==> config.mk <==
export PLATFORM = sky130hd
export DESIGN_NAME = payload_wrap_crc32_xor_top
export DESIGN_NICKNAME = d
export VERILOG_FILES = /design/src/rtl/core/pwcrc_pkg.sv /design/src/rtl/core/payload_wrap_crc32_xor_top.sv
export SDC_FILE = /design/constraint.sdc
export NUM_CORES = 1
export LEC_CHECK = 0
export ABC_AREA = 1
export BUFFER_PORTS_ARGS = -buffer_cell sky130_fd_sc_hd__buf_2
export CAP_MARGIN = 20
export CORE_MARGIN = 5
export CORE_UTILIZATION = 45
export DETAILED_ROUTE_END_ITERATION = 6
export MAX_ROUTING_LAYER = met4
export PLACE_DENSITY_LB_ADDON = 0.05
export SLEW_MARGIN = 20
export SYNTH_ARGS = -nofsm -noshare
export SYNTH_HDL_FRONTEND = slang
export SYNTH_SLANG_ARGS = --single-unit
==> constraint.sdc <==
create_clock -name clock -period 4.9 [get_ports clock]
set_input_delay 0.98 -clock clock [delete_from_list [all_inputs] [get_ports clock]]
set_output_delay 0.98 -clock clock [all_outputs]
set_load 0.005 [all_outputs]
==> src/rtl/core/pwcrc_pkg.sv <==
`default_nettype none
package pwcrc_pkg;

   localparam logic [31:0] CRC_POLY  = 32'hEDB8_8320;
   localparam logic [31:0] ALL_ONES  = 32'hFFFF_FFFF;
   localparam logic [31:0] SIG_RESET = 32'h4D52_4C41;
   localparam logic [7:0]  KEY_RESET = 8'hB3;

   // Container header length in bytes; bytes 0-3 of it hold the signature.
   localparam logic [31:0] HEADER_BYTES = 32'd512;

   localparam int unsigned CSR_INDEX_W = 2;
   localparam logic [CSR_INDEX_W-1:0] REG_WRAP_MODE = 2'd0;
   localparam logic [CSR_INDEX_W-1:0] REG_SIGNATURE = 2'd1;
   localparam logic [CSR_INDEX_W-1:0] REG_XOR_KEY   = 2'd2;

   localparam logic MODE_WRAP   = 1'b0;
   localparam logic MODE_UNWRAP = 1'b1;

   localparam logic [1:0] STATUS_OK        = 2'd0;
   localparam logic [1:0] STATUS_SHORT     = 2'd1;
   localparam logic [1:0] STATUS_BAD_SIG   = 2'd2;

   typedef struct packed {
      logic [7:0] data_in;
      logic       last_in;
   } req_type;

   typedef struct packed {
      logic [7:0]  out_byte;
      logic        out_valid;
      logic        end_of_stream;
      logic [1:0]  status;
      logic [31:0] crc_value;
      logic [31:0] byte_length;
   } rsp_type;

   // One byte of a reflected CRC-32 update: eight shift-and-xor steps.
   function automatic logic [31:0] crc_byte(input logic [31:0] crc, input logic [7:0] data);
      logic [31:0] c;
      c = crc ^ {24'd0, data};
      for (int k = 0; k < 8; k++) begin
         c = c[0] ? (CRC_POLY ^ (c >> 1)) : (c >> 1);
      end
      return c;
   endfunction

endpackage
`default_nettype wire

==> src/rtl/core/payload_wrap_crc32_xor_top.sv <==
`default_nettype none
// Byte-stream container wrapper/unwrapper. One byte is taken per cycle while
// req_ready is high, and its result (if any) is held in a single output register;
// a new byte is accepted whenever that register is empty or being drained in the
// same cycle, so the sustained rate is one byte per clock while rsp_ready stays high. The CRC-32 update,
// signature compare and key XOR all happen in the cycle the byte is accepted.
// In wrap mode every byte gives a result and the last one carries the final
// CRC and the saturating byte count. In unwrap mode the first 512 header bytes
// produce no result unless one of them is the last byte; payload bytes are
// passed XORed with the key only if header bytes 0-3 matched the signature.
// Configuration writes take effect at once and should only be made between
// streams or while the block is idle.
module payload_wrap_crc32_xor_top (
   input  wire                                   clock,
   input  wire                                   reset,
   input  wire                                   req_valid,
   output logic                                  req_ready,
   input  wire  pwcrc_pkg::req_type              req_data,
   output logic                                  rsp_valid,
   input  wire                                   rsp_ready,
   output pwcrc_pkg::rsp_type                    rsp_data,
   input  wire                                   csr_we,
   input  wire  [pwcrc_pkg::CSR_INDEX_W-1:0]     csr_index,
   input  wire  [31:0]                           csr_wdata
);

   logic        wrap_mode_ff;
   logic [31:0] signature_ff;
   logic [7:0]  xor_key_ff;

   logic [31:0] crc_ff, crc_in;
   logic [31:0] count_ff, count_in;
   logic        sig_match_ff, sig_match_in;

   logic               rsp_valid_ff, rsp_valid_in;
   pwcrc_pkg::rsp_type rsp_data_ff, rsp_data_in;

   logic        accept;
   logic [31:0] pos;
   logic [31:0] len;
   logic [31:0] crc_next;
   logic [7:0]  want;
   logic        match_now;
   logic        payload;
   logic        emit;
   logic        valid_byte;
   logic [1:0]  status;

   assign req_ready = !rsp_valid_ff || rsp_ready;
   assign accept    = req_valid && req_ready;
   assign rsp_valid = rsp_valid_ff;
   assign rsp_data  = rsp_data_ff;

   always_comb begin
      pos       = count_ff;
      len       = (pos == pwcrc_pkg::ALL_ONES) ? pwcrc_pkg::ALL_ONES : pos + 32'd1;
      crc_next  = pwcrc_pkg::crc_byte(crc_ff, req_data.data_in);
      want      = signature_ff[{pos[1:0], 3'b000} +: 8];
      match_now = sig_match_ff;
      if (pos < 32'd4 && want != req_data.data_in) begin
         match_now = 1'b0;
      end
      payload = (pos >= pwcrc_pkg::HEADER_BYTES);
      status  = pwcrc_pkg::STATUS_OK;

      if (wrap_mode_ff == pwcrc_pkg::MODE_WRAP) begin
         emit       = 1'b1;
         valid_byte = 1'b1;
      end else begin
         emit       = payload || req_data.last_in;
         valid_byte = payload && match_now;
         if (req_data.last_in) begin
            if (len <= pwcrc_pkg::HEADER_BYTES) begin
               status = pwcrc_pkg::STATUS_SHORT;
            end else if (!match_now) begin
               status = pwcrc_pkg::STATUS_BAD_SIG;
            end
         end
      end

      rsp_data_in.out_byte      = valid_byte ? (req_data.data_in ^ xor_key_ff) : 8'd0;
      rsp_data_in.out_valid     = valid_byte;
      rsp_data_in.end_of_stream = req_data.last_in;
      rsp_data_in.status        = status;
      rsp_data_in.crc_value     = (wrap_mode_ff == pwcrc_pkg::MODE_WRAP && req_data.last_in)
                                  ? (crc_next ^ pwcrc_pkg::ALL_ONES) : 32'd0;
      rsp_data_in.byte_length   = req_data.last_in ? len : 32'd0;

      // Stream state; the last byte returns everything to its start values.
      crc_in       = crc_ff;
      count_in     = count_ff;
      sig_match_in = sig_match_ff;
      if (accept) begin
         if (req_data.last_in) begin
            crc_in       = pwcrc_pkg::ALL_ONES;
            count_in     = 32'd0;
            sig_match_in = 1'b1;
         end else begin
            count_in = len;
            if (wrap_mode_ff == pwcrc_pkg::MODE_WRAP) begin
               crc_in = crc_next;
            end else begin
               sig_match_in = match_now;
            end
         end
      end

      rsp_valid_in = rsp_valid_ff && !rsp_ready;
      if (accept && emit) begin
         rsp_valid_in = 1'b1;
      end
   end

   always_ff @(posedge clock) begin
      if (reset) begin
         wrap_mode_ff <= pwcrc_pkg::MODE_WRAP;
         signature_ff <= pwcrc_pkg::SIG_RESET;
         xor_key_ff   <= pwcrc_pkg::KEY_RESET;
      end else if (csr_we) begin
         case (csr_index)
            pwcrc_pkg::REG_WRAP_MODE: wrap_mode_ff <= csr_wdata[0];
            pwcrc_pkg::REG_SIGNATURE: signature_ff <= csr_wdata;
            pwcrc_pkg::REG_XOR_KEY:   xor_key_ff   <= csr_wdata[7:0];
            default: ;
         endcase
      end
   end

   always_ff @(posedge clock) begin
      if (reset) begin
         crc_ff       <= pwcrc_pkg::ALL_ONES;
         count_ff     <= 32'd0;
         sig_match_ff <= 1'b1;
         rsp_valid_ff <= 1'b0;
      end else begin
         crc_ff       <= crc_in;
         count_ff     <= count_in;
         sig_match_ff <= sig_match_in;
         rsp_valid_ff <= rsp_valid_in;
      end
   end

   always_ff @(posedge clock) begin
      if (accept && emit) begin
         rsp_data_ff <= rsp_data_in;
      end
   end

endmodule
`default_nettype wire

## Word level (Yosys, flattened, before mapping)

Cells that the tools add are included.

| storage, ports and cells | value |
|---|---|
| input bits | 48 |
| output and inout bits | 78 |
| logic and storage cells | 76 |
| register bits | 183 |

| cells by class | value |
|---|---|
| magnitude comparators | 3 |
| $add $sub $neg | 1 |
| reductions and logical operators | 19 |
| equal/unequal tests | 5 |
| shifts and indexed selects | 1 |
| bitwise operators | 13 |
| multiplexer cells | 20 |

Operators by type and width:

| kind | number |
|---|---|
| $mux W32 | 12 |
| $not A13 Y14 | 8 |
| $add A32 B1 Y32 const B | 1 |
| $eq A32 B32 Y1 const B | 1 |
| $ge A32 B10 Y1 const B | 1 |
| $le A32 B10 Y1 const B | 1 |
| $lt A32 B3 Y1 const B | 1 |
| $not A32 Y32 | 1 |
| $shiftx A32 B6 Y8 | 1 |
| $xor A32 B8 Y32 | 1 |
| $reduce_and A2 Y1 | 6 |
| $ne A8 B8 Y1 | 1 |
| $xor A8 B8 Y8 | 1 |
| $mux W1 | 7 |
| $logic_and A1 B1 Y1 | 6 |
| $reduce_or A3 Y1 | 1 |
| $eq A2 B1 Y1 const B | 1 |
| $eq A2 B2 Y1 const B | 1 |
| $logic_not A1 Y1 | 2 |
| $logic_not A2 Y1 | 1 |
| $logic_or A1 B1 Y1 | 2 |
| $mux W2 | 1 |
| $ne A2 B2 Y1 const B | 1 |
| $not A1 Y1 | 2 |
| $reduce_bool A2 Y1 | 1 |

## Longest topological paths before layout

Gate-level depths: netlist of run 1.

| logic depth | value |
|---|---|
| word-level depth | 19 |
| depth in mapped cells | 15 |
| mapped depth without buffers | 15 |

## Worst setup path before layout of run 1

No wires, ideal clock.

| timing path | value |
|---|---|
| path kind | input-to-reg |
| from | in rsp_ready |
| to | reg rsp_data_ff, in the netlist rsp_data[0], enable pin |
| arrival | 3264 ps |
| library setup time | 436 ps |
| required time | 4464 ps |
| path buffers | 0 |
| slack | 1199 ps |
| stages | 6 |
| cell sequence | inv_1 nand2_1 nand2_1 a21oi_1 inv_1 nand2_1 |

| between the ends | value |
|---|---|
| longest elaborated chain between the ends | 3 |

Ends and longest elaborated chain:

| element | RTL line | text |
|---|---|---|
| from (decl) | payload_wrap_crc32_xor_top.sv:20 | `input wire rsp_ready,` |
| $logic_or A1 B1 Y1 | payload_wrap_crc32_xor_top.sv:49 | `assign req_ready = !rsp_valid_ff \|\| rsp_ready;` |
| net req_ready | payload_wrap_crc32_xor_top.sv:17 | `output logic req_ready,` |
| $logic_and A1 B1 Y1 | payload_wrap_crc32_xor_top.sv:50 | `assign accept = req_valid && req_ready;` |
| $logic_and A1 B1 Y1 | payload_wrap_crc32_xor_top.sv:144 | `if (accept && emit) begin` |
| to (signal assigned) | payload_wrap_crc32_xor_top.sv:145 | `rsp_data_ff <= rsp_data_in;` |
| to (decl) | payload_wrap_crc32_xor_top.sv:36 | `pwcrc_pkg::rsp_type rsp_data_ff, rsp_data_in;` |

The timed path passes the listed nets, and every way through them passes these cells.
A chain may end at the register's enable or synchronous reset.

## Final worst setup path of run 1

| timing path | value |
|---|---|
| from | reg count_ff[0] |
| to | reg rsp_data_ff, in the netlist rsp_data[64] (data pin) |

| between the ends | value |
|---|---|
| longest elaborated chain between the ends | 4 |
| elaborated cells on any way between the ends | 5 |
| those cells by class | add/sub: 1; order compare: 1; eq/ne: 1; mux: 2 |

Ends and longest elaborated chain:

| element | RTL line | text |
|---|---|---|
| from (decl) | payload_wrap_crc32_xor_top.sv:32 | `logic [31:0] count_ff, count_in;` |
| from (signal assigned) | payload_wrap_crc32_xor_top.sv:137 | `count_ff <= count_in;` |
| $add A32 B1 Y32 or $eq A32 B32 Y1 (tied branches) | payload_wrap_crc32_xor_top.sv:56 | `len = (pos == pwcrc_pkg::ALL_ONES) ? pwcrc_pkg::ALL_ONES : pos + 32'd1;` |
| $mux W32 * | payload_wrap_crc32_xor_top.sv:56 |  |
| $le A32 B10 Y1 * | payload_wrap_crc32_xor_top.sv:73 | `if (len <= pwcrc_pkg::HEADER_BYTES) begin` |
| $mux W1 * | payload_wrap_crc32_xor_top.sv:73 |  |

Mark *: on every way between the ends. The rest lies on a longest branch, timed or not.

==> results of run 1 <==
==> cell type report <==
type	count	area (um^2)	share of cell area (%)
diodes	1	2.50	0.0233
clock buffers	19	454	4.24
clock inverters	13	163	1.52
inverters	100	378	3.52
multi-input cells	853	4270	39.8
flip-flops and latches	183	4420	41.3
well taps	270	338	3.15
repair buffers	133	693	6.46
==> final timing paths <==
path              depth (start not counted)          endpoint  slack (ns)
setup / recovery                         12      rsp_data[64]        1.73
hold / removal                            2  signature_ff[24]        0.46
setup reg to reg                         12      rsp_data[64]        1.73
hold reg to reg                           2  signature_ff[24]        0.46
==> worst max-delay path: cells and delay by family (launching register included) <==
family | cells | cell delay (ns)
buffers and inverters | 1 | 0.34
adder cells (fa/ha/maj) | 1 | 0.33
flip-flops | 1 | 0.76
AND/OR/NAND/NOR | 10 | 1.49
==> report_power, final <==
part / internal, mW / switching, mW / leakage, nW / total, mW
Sequential: 1.72 / 0.0479 / 1.64 / 1.76
Combinational: 0.256 / 0.423 / 2.85 / 0.679
Clock: 0.799 / 0.634 / 0.296 / 1.43
==> state kept, by name, indices dropped and copies added, names as in the netlist <==
register / count
sig_match_ff: 1
rsp_data: 76
crc_ff: 32
xor_key_ff: 8
count_ff: 32
wrap_mode_ff: 1
rsp_valid: 1
signature_ff: 32
==> per-layer routing <==
metal | track usage, % | routed length [um] | vias up
met1 | 30.8 | 12000 | 3552
met3 | 3.59 | 1450 | 17
met2 | 30.9 | 10300 | 214
li1 | - | - | 4003
met5 | - | 0 | -
met4 | 5.00 | 291 | 0
==> cells in the mapped netlist <==
cell,n
nand4_1,8
or2_2,2
ha_1,2
nand3b_1,7
nand3_2,8
nand2_2,11
a21oi_1,46
a31oi_1,3
buf_1,1
xnor2_2,2
clkinv_1,1
xnor2_4,3
nand2_4,1
buf_2,10
nand2_1,352
o21ai_0,34
xnor2_1,29
clkbuf_1,32
nor2_2,8
nor2_4,2
nor4_1,2
xor2_4,1
nor3_1,4
buf_6,2
nor2_8,1
inv_1,93
edfxtp_1,76
o22ai_1,28
nand3_1,82
xor2_1,53
o21ai_1,2
dfxtp_1,107
inv_2,6
xor2_2,2
nor2_1,160
buf_4,1
==> logic make-up (layout without fill, tap and decap cells) <==
family / after synthesis / count (layout) / synth area share [%]
simple gates: 648 / 648 / 29.5
flops: 183 / 183 / 47.8
buf+inv: 146 / 265 / 6.26
compound gates: 113 / 113 / 6.53
xor+xnor: 90 / 90 / 9.65
fa+ha+maj: 2 / 2 / 0.270
other cells: 0 / 1 / 0
==> run_results.csv, run 1 <==
group,metric,value,unit
timing,timing.final.ws_setup,1.73,ns
floorplanning,dieHeight,153,um
worst_setup_path,critPathKind,"register to register",
timing,worst_pin_slew,1.06,ns
synthesis,synthTopCellsByArea,"edfxtp_1, dfxtp_1, nand2_1, nor2_1, xor2_1",
synthesis,synth_top_area_share,24.6,%
clock_tree,insertion_delay,0.44,ns
global_routing,grt_overflow,0,
run_status,outcome,"complete, no violations",
worst_setup_path,crit_fanout,29,
clock_tree,ctsResizeCount,0,
synthesis,ys_warn_count,0,
clock_tree,postCtsHoldBufs,0,
power,total_power,3.88,mW
detailed_routing,drtIter0Drc,651,
synthesis,synth_cell_types,36,
worst_setup_path,crit_required,5.09,ns
worst_setup_path,cp-end-kind,"register",
placement,dp_hpwl,17200,um
global_routing,grt_pass1_wl,39300,um
finish,final_cell_mix,"nand2_1, nor2_1, buf_2",
placement,place.gp.congestion,0.922,
worst_setup_path,r2r-start,"count_ff[0]",
synthesis,syn-num-nets,1232,
placement,place_area,10100,um^2
clock_tree,cts-root-buf,"clkbuf_16",
detailed_routing,via_count,7786,
worst_setup_path,arrival,3.37,ns
floorplanning,die_area,23500,um^2
clock_tree,cts_buffers,17,
floorplanning,top_level_ports,126,
clock_tree,cts_buffer_depth,2,
timing,drv_slew,0,
finish,fillers,2002,
clock_tree,clkTransAtPathRegs,0.08,ns
finish,drive_gt1_share,16.4,%
worst_hold_path,min_from,"signature_ff[24]",
timing,fin_worst_skew,0.0121,ns
worst_hold_path,min_path_type,"register to register",
detailed_routing,via_per_inst,4.95,
global_routing,grt_max_degree,74,
finish,fin_cells,1572,
synthesis,netlist_instances,1182,
synthesis,seq_area_frac_synth,47.8,%
floorplanning,die_x,153,um
detailed_routing,wl_per_cell,15.3,um
floorplanning,start_util,45.8,%
detailed_routing,drc,0,
placement,io_buffers,125,
global_routing,grt_usage,21.1,%
timing,rsz0062_at_grt,"false",
global_routing,antenna_found_initial,1,
worst_setup_path,critical_path.startpoint,"count_ff[0]",
clock_tree,clkSinkCount,183,
clock_tree,cts.htree.levels,4,
timing,max_freq,0.315,GHz
synthesis,synthesis.area,9260,um^2
power,vdd_ir_drop_max,0.272,mV
worst_setup_path,critPathMaxStageDelay,0.76,ns
timing,setup_violations,0,
timing,hold_viol_final,0,
synthesis,synth_top_area_cell,"edfxtp_1",
placement,dp_cells,1538,
finish,nNetsFinal,1338,
detailed_routing,firstDrtPassIters,5,
timing,fin_setup_tns,0,ns
placement,place_ws,1.43,ns
finish,design_area,10700,um^2
detailed_routing,routed_wl,24000,um
timing,post-route-period-util,64.7,%
floorplanning,rows,52,
finish,final_common_cell,"nand2_1",
run,maxCapViolCount,0,
worst_setup_path,cp_slowest_cell,"dfxtp_1",
synthesis,ys_ff_latch,183,
finish,utilization,53.0,%
detailed_routing,ant_nets,0,
clock_tree,post_cts_buffers,0,
power,p_leak,4.79,nW
power,power_density,361,nW/um^2
worst_setup_path,worstSetupStartpointType,"register",
timing,max-slew-margin-rel,29.0,%
finish,area_growth,15.8,%
floorplanning,coreArea,20200,um^2
synthesis,avgSynthCellArea,7.83,um^2
worst_setup_path,worstPathCellList,"ha_1 -> nand2_1 -> nor2_2 -> nand2_2 -> nor2_8 -> nand2_2 -> inv_2 -> nor2_1 -> nand3_1 -> nand2_1 -> nand3_1 -> nor2_1",
timing,timing.final.crit_period,3.17,ns
global_routing,first_global_vias,7466,
timing,hold_slack,0.460,ns
clock_tree,cts_tree,"done",
No activity file was read; power rests on OpenSTA's default activity.
==> run 2, diff against run 1 <==
- ABC_AREA: 1 -> 0
- clock period: 4.9 -> 3.3 ns (I/O delays scaled with it)
==> run 2 against run 1 <==
Die area down 1.3%. Critical endpoint is now rsp_data[65]. Total power is 52% higher. Fmax up 8.0%. Critical path depth is 5 lower. Non-clock buffer count is 13 higher. Largest cell class unchanged. Register-to-register slack lost 1.4 ns. Wire length is 3.6% lower. Highest routed layer unchanged. Hold slack lost 0.027 ns. Via count decreased by 7.7%.
==> run_results.csv, run 2 <==
group,metric,value,unit
synthesis,synthTopCellsByArea,"edfxtp_1, dfxtp_1, xnor2_1, a21oi_1, nand2_1",
placement,io_buffers,125,
finish,fillers,1874,
finish,drive_gt1_share,20.1,%
synthesis,ys_warn_count,0,
global_routing,grt_usage,20.4,%
worst_setup_path,crit_required,3.46,ns
worst_setup_path,critical_path.top_delay_family,"simple AND/OR/NAND/NOR gates",
power,total_power,5.87,mW
floorplanning,coreArea,20100,um^2
global_routing,first_global_vias,6800,
clock_tree,postCtsHoldBufs,0,
finish,largest_reg_flops,76,
timing,fin_worst_skew,0.0156,ns
detailed_routing,firstDrtPassIters,4,
worst_setup_path,reg2reg_slack,0.36,ns
synthesis,synth-edff-count,76,
global_routing,grt_max_degree,57,
synthesis,ys_top_cells_by_count,"dfxtp_1, nand2_1, a21oi_1",
detailed_routing,via_count,7187,
synthesis,synthesis.area,9130,um^2
detailed_routing,via_per_inst,5.42,
clock_tree,cts_buffer_depth,2,
detailed_routing,ant_nets,0,
finish,final_cell_mix,"buf_2, dfxtp_1, nand2_1",
floorplanning,die_area,23200,um^2
power,power_density,560,nW/um^2
synthesis,ys.flop_type,"dfxtp_1",
timing,worst_pin_slew,0.848,ns
synthesis,synth_top_area_cell,"edfxtp_1",
global_routing,antenna_found_initial,1,
worst_setup_path,critPathMaxStageDelay,0.69,ns
floorplanning,start_util,45.4,%
finish,ff_latch_area,4420,um^2
detailed_routing,wl_per_cell,17.5,um
synthesis,seq_area_frac_synth,48.5,%
synthesis,synth_cell_types,60,
timing,post-route-period-util,89.0,%
clock_tree,clkTransAtPathRegs,0.08,ns
worst_setup_path,worstPathCellList,"nand4_4 -> or4_1 -> nor3_1 -> xnor2_1 -> o2111ai_1 -> nor4_1 -> nor2_1",
power,vdd_ir_drop_max,0.365,mV
clock_tree,insertion_delay,0.43,ns
synthesis,synthArstFlopShare,0,%
synthesis,syn-num-nets,1008,
finish,nNetsFinal,1092,
timing,setup_violations,0,
timing,fin_setup_tns,0,ns
detailed_routing,routed_wl,23200,um
worst_setup_path,crit_fanout,11,
finish,final_common_cell,"buf_2",
timing,rsz0062_at_grt,"false",
floorplanning,dieHeight,152,um
placement,dp_hpwl,15900,um
power,p_leak,3.92,nW
worst_setup_path,crit-reg2reg-capture,"rsp_data[65]",
synthesis,synth_top_area_share,25.0,%
worst_setup_path,worstSetupStartpointType,"register",
worst_setup_path,cp_num_buf_inv,0,
worst_setup_path,r2r-start,"count_ff[8]",
worst_setup_path,arrival,3.10,ns
timing,drv_slew,0,
synthesis,yosysMostFrequentCell,"dfxtp_1",
worst_setup_path,critical_path.startpoint,"count_ff[8]",
clock_tree,post_cts_buffers,0,
worst_setup_path,crit_end,"rsp_data[65]",
run_status,outcome,"complete, no violations",
clock_tree,ctsResizeCount,0,
floorplanning,die_x,152,um
synthesis,ys_ff_latch,183,
run,maxCapViolCount,0,
global_routing,grt_overflow,0,
global_routing,grt_pass1_wl,37700,um
clock_tree,clkSinkCount,183,
finish,area_growth,15.0,%
timing,hold_viol_final,0,
worst_setup_path,path_depth,7,
detailed_routing,drc,0,
timing,timing.final.ws_setup,0.362,ns
finish,multi_input_area,4290,um^2
detailed_routing,drtIter0Drc,477,
clock_tree,cts_buffers,17,
placement,place_ws,0.359,ns
clock_tree,cts.htree.levels,4,
clock_tree,cts-root-buf,"clkbuf_16",
timing,hold_slack,0.433,ns
timing,timing.final.crit_period,2.94,ns
worst_setup_path,cp-end-kind,"register",
synthesis,avgSynthCellArea,9.53,um^2
worst_hold_path,min_path_type,"input port to register",
clock_tree,cts_tree,"done",
timing,max-slew-margin-rel,43.0,%
worst_setup_path,cp_slowest_cell,"or4_1",
worst_setup_path,critPathKind,"register to register",
floorplanning,rows,52,
timing,max_freq,0.340,GHz
worst_setup_path,rr_worst_depth,7,
placement,place.gp.congestion,0.888,
floorplanning,top_level_ports,126,
synthesis,netlist_instances,958,
## run 2: changes by cell type after synthesis, moves of 35 or more
cell	delta
xnor2_1	+58
nand3_1	-54
xor2_1	-36
nand2b_1	+35
inv_1	-82
a21oi_1	+49
nor2_1	-75
nand2_1	-250
## run 2: worst min path at each step
stage	cells after the start	to	slack [ns]	start
6_report	3	signature_ff[17]	0.43	csr_wdata[17]
5_1_grt	3	signature_ff[20]	0.44	csr_wdata[20]
4_1_cts	3	signature_ff[17]	0.42	csr_wdata[17]
3_5_place_dp	2	signature_ff[13]	0.45	signature_ff[13]
3_3_place_gp	2	signature_ff[28]	0.44	signature_ff[28]
2_1_floorplan	2	signature_ff[17]	0.43	signature_ff[17]
## run 2: layer usage
metal | GRT usage (%) | up-vias | wire [um]
li1 | - | 3569 | -
met2 | 29.1 | 202 | 9840
met3 | 3.12 | 23 | 1150
met1 | 30.6 | 3393 | 11900
met5 | - | - | 0
met4 | 5.22 | 0 | 316
## run 2: cells by family (layout without fill, tap and decap cells)
| group | Yosys count | in the layout | synth area share [%] |
|---|---|---|---|
| buffers and inverters | 92 | 189 | 4.59 |
| adders and majority gates | 2 | 2 | 0.274 |
| AOI/OAI and AO/OA | 187 | 187 | 12.1 |
| DFF | 183 | 183 | 48.5 |
| xor gates and xnor gates | 110 | 110 | 11.3 |
| and+or+nand+nor | 373 | 373 | 21.0 |
| muxes | 11 | 11 | 2.30 |
| other | 0 | 1 | 0 |
## run 2: report_power, final
| part | switching (mW) | internal, mW | leakage, nW |
|---|---|---|---|
| clock network | 0.965 | 1.08 | 0.291 |
| registers | 0.0794 | 2.58 | 1.63 |
| logic | 0.670 | 0.503 | 2.00 |
| total | 1.71 | 4.16 | 3.92 |
## run 2: tightest hold or removal path, stage by stage
cell and delay, ns:
buf_2 0.07, nand2_1 0.04, nand3b_1 0.06
## run 2: cell type report
type	count	area share [%]
Clock buffer	18	4.09
Multi-Input combinational cell	683	40.9
Clock inverter	14	1.49
Inverter	11	0.429
Tap cell	270	3.22
Timing Repair Buffer	146	7.70
Antenna cell	1	0.0238
Sequential cell	183	42.2
## run 2: metrics by stage
stage / std cells / utilization (%) / cell area [um^2]
after floorplan: 958 / - / 9130
after global placement: 1293 / 49.3 / 9910
after detailed placement: 1293 / 49.3 / 9910
after CTS: 1325 / 52.2 / 10500
after global routing: 1326 / 52.2 / 10500
final: 1326 / 52.2 / 10500
==> run 3, diff against run 2 <==
- ABC_AREA: 0 -> 1
- SLEW_MARGIN: 20 -> not set
==> run 3 against run 2 <==
Register-to-register slack better by 0.28 ns. Total power is 2.1% lower. Clock skew is 0.0020 ns lower. Critical path type unchanged. Highest routed layer unchanged.
==> run_results.csv, run 3 (synthesis gave the netlist of run 1 again) <==
group,metric,value,unit
timing,timing.final.crit_period,2.66,ns
finish,final_cell_mix,"nand2_1, nor2_1, buf_2",
detailed_routing,drc,0,
finish,fin_cells,1578,
global_routing,grt_pass1_wl,40000,um
timing,worst_pin_slew,1.02,ns
global_routing,grt_max_degree,64,
timing,hold_viol_final,0,
clock_tree,cts_buffer_depth,2,
worst_setup_path,worstPathCellList,"ha_1 -> nand2_1 -> nor2_2 -> nand2_2 -> nor2_8 -> nand2_2 -> inv_2 -> or2_2 -> nand2_1 -> nand3_1 -> nor2_1 -> nor2_1",
placement,dp_cells,1546,
worst_setup_path,reg2reg_slack,0.64,ns
power,total_power,5.75,mW
timing,max_freq,0.376,GHz
detailed_routing,drtIter0Drc,536,
global_routing,grt_usage,21.6,%
timing,drv_slew,0,
worst_setup_path,cp_num_buf_inv,1,
finish,drive_gt1_share,16.9,%
worst_setup_path,cp-end-kind,"register",
finish,area_growth,16.5,%
clock_tree,cts-root-buf,"clkbuf_16",
finish,largest_reg_flops,76,
placement,io_buffers,125,
floorplanning,rows,52,
worst_setup_path,rr_worst_depth,12,
worst_setup_path,cp_slowest_cell,"nand2_2",
finish,fillers,1969,
clock_tree,post_cts_buffers,0,
detailed_routing,routed_wl,24800,um
timing,hold_slack,0.431,ns
worst_setup_path,crit_required,3.48,ns
finish,nNetsFinal,1345,
worst_setup_path,critPathMaxStageDelay,0.47,ns
finish,n_antenna_cell,0,
detailed_routing,ant_nets,0,
clock_tree,postCtsHoldBufs,0,
finish,utilization,53.3,%
worst_setup_path,crit_end,"rsp_data[65]",
floorplanning,top_level_ports,126,
detailed_routing,via_count,7895,
floorplanning,coreArea,20200,um^2
clock_tree,clkTransAtPathRegs,0.07,ns
power,power_density,533,nW/um^2
clock_tree,ctsResizeCount,0,
floorplanning,die_x,153,um
clock_tree,insertion_delay,0.43,ns
worst_hold_path,min_path_type,"input port to register",
power,vdd_ir_drop_max,0.362,mV
detailed_routing,wl_per_cell,15.7,um
worst_setup_path,path_depth,12,
detailed_routing,via_per_inst,5.00,
worst_setup_path,critical_path.startpoint,"count_ff[0]",
timing,post-route-period-util,80.6,%
clock_tree,cts.htree.levels,4,
worst_setup_path,critPathKind,"register to register",
worst_setup_path,worstSetupStartpointType,"register",
worst_setup_path,crit_fanout,29,
timing,rsz0062_at_grt,"false",
detailed_routing,firstDrtPassIters,5,
floorplanning,dieHeight,153,um
worst_setup_path,critical_path.top_delay_family,"simple AND/OR/NAND/NOR gates",
global_routing,antenna_found_initial,0,
worst_setup_path,r2r-start,"count_ff[0]",
timing,fin_setup_tns,0,ns
worst_setup_path,crit-reg2reg-capture,"rsp_data[65]",
placement,place_area,10200,um^2
clock_tree,cts_tree,"done",
power,p_leak,4.84,nW
timing,fin_worst_skew,0.0135,ns
placement,dp_hpwl,17900,um
worst_setup_path,arrival,2.84,ns
timing,max-slew-margin-rel,32.2,%
placement,place_ws,0.692,ns
clock_tree,clkSinkCount,183,
clock_tree,cts_buffers,17,
finish,design_area,10800,um^2
timing,timing.final.ws_setup,0.642,ns
floorplanning,start_util,45.8,%
timing,setup_violations,0,
run_status,outcome,"complete, no violations",
finish,final_common_cell,"nand2_1",
placement,place.gp.congestion,0.921,
run,maxCapViolCount,0,
global_routing,grt_overflow,0,
floorplanning,die_area,23500,um^2
global_routing,first_global_vias,7427,
## run 3: layout make-up
| type | instances | area (um^2) | share of cell area [%] |
|---|---|---|---|
| Clock inverter | 11 | 120 | 1.11 |
| Clock buffer | 21 | 493 | 4.57 |
| Timing Repair Buffer | 140 | 763 | 7.08 |
| Inverter | 100 | 375 | 3.48 |
| Multi-Input combinational cell | 853 | 4270 | 39.6 |
| Tap cell | 270 | 338 | 3.13 |
| Sequential cell | 183 | 4420 | 41.0 |
## run 3: layer usage
metal	global-route usage [%]	vias up	share of wire, %
li1	-	4016	-
met1	31.5	3630	50
met2	31.7	229	43
met3	3.14	20	5.4
met4	5.63	0	1.4
met5	-	-	0
## run 3: worst min-delay path by stage
stage                                start          endpoint  slack, ns  cells after the start
after global routing         csr_wdata[14]  signature_ff[14]       0.42                      3
final                        csr_wdata[14]  signature_ff[14]       0.43                      3
after CTS                    csr_wdata[14]  signature_ff[14]       0.42                      3
after floorplan            signature_ff[0]   signature_ff[0]       0.43                      2
after detailed placement  signature_ff[22]  signature_ff[22]       0.44                      2
after global placement    signature_ff[26]  signature_ff[26]       0.44                      2
## run 3: power breakdown
part,leakage (nW),switching (mW),internal (mW)
Clock,0.306,0.942,1.18
Combinational,2.90,0.627,0.387
Sequential,1.64,0.0692,2.55
## run 3: worst register-to-register path, stage by stage, from the launching register on
cell and delay, ns:
dfxtp_1 0.36, ha_1 0.27, nand2_1 0.10, nor2_2 0.05, nand2_2 0.14, nor2_8 0.08, nand2_2 0.48, inv_2 0.24
or2_2 0.37, nand2_1 0.12, nand3_1 0.08, nor2_1 0.09, nor2_1 0.05
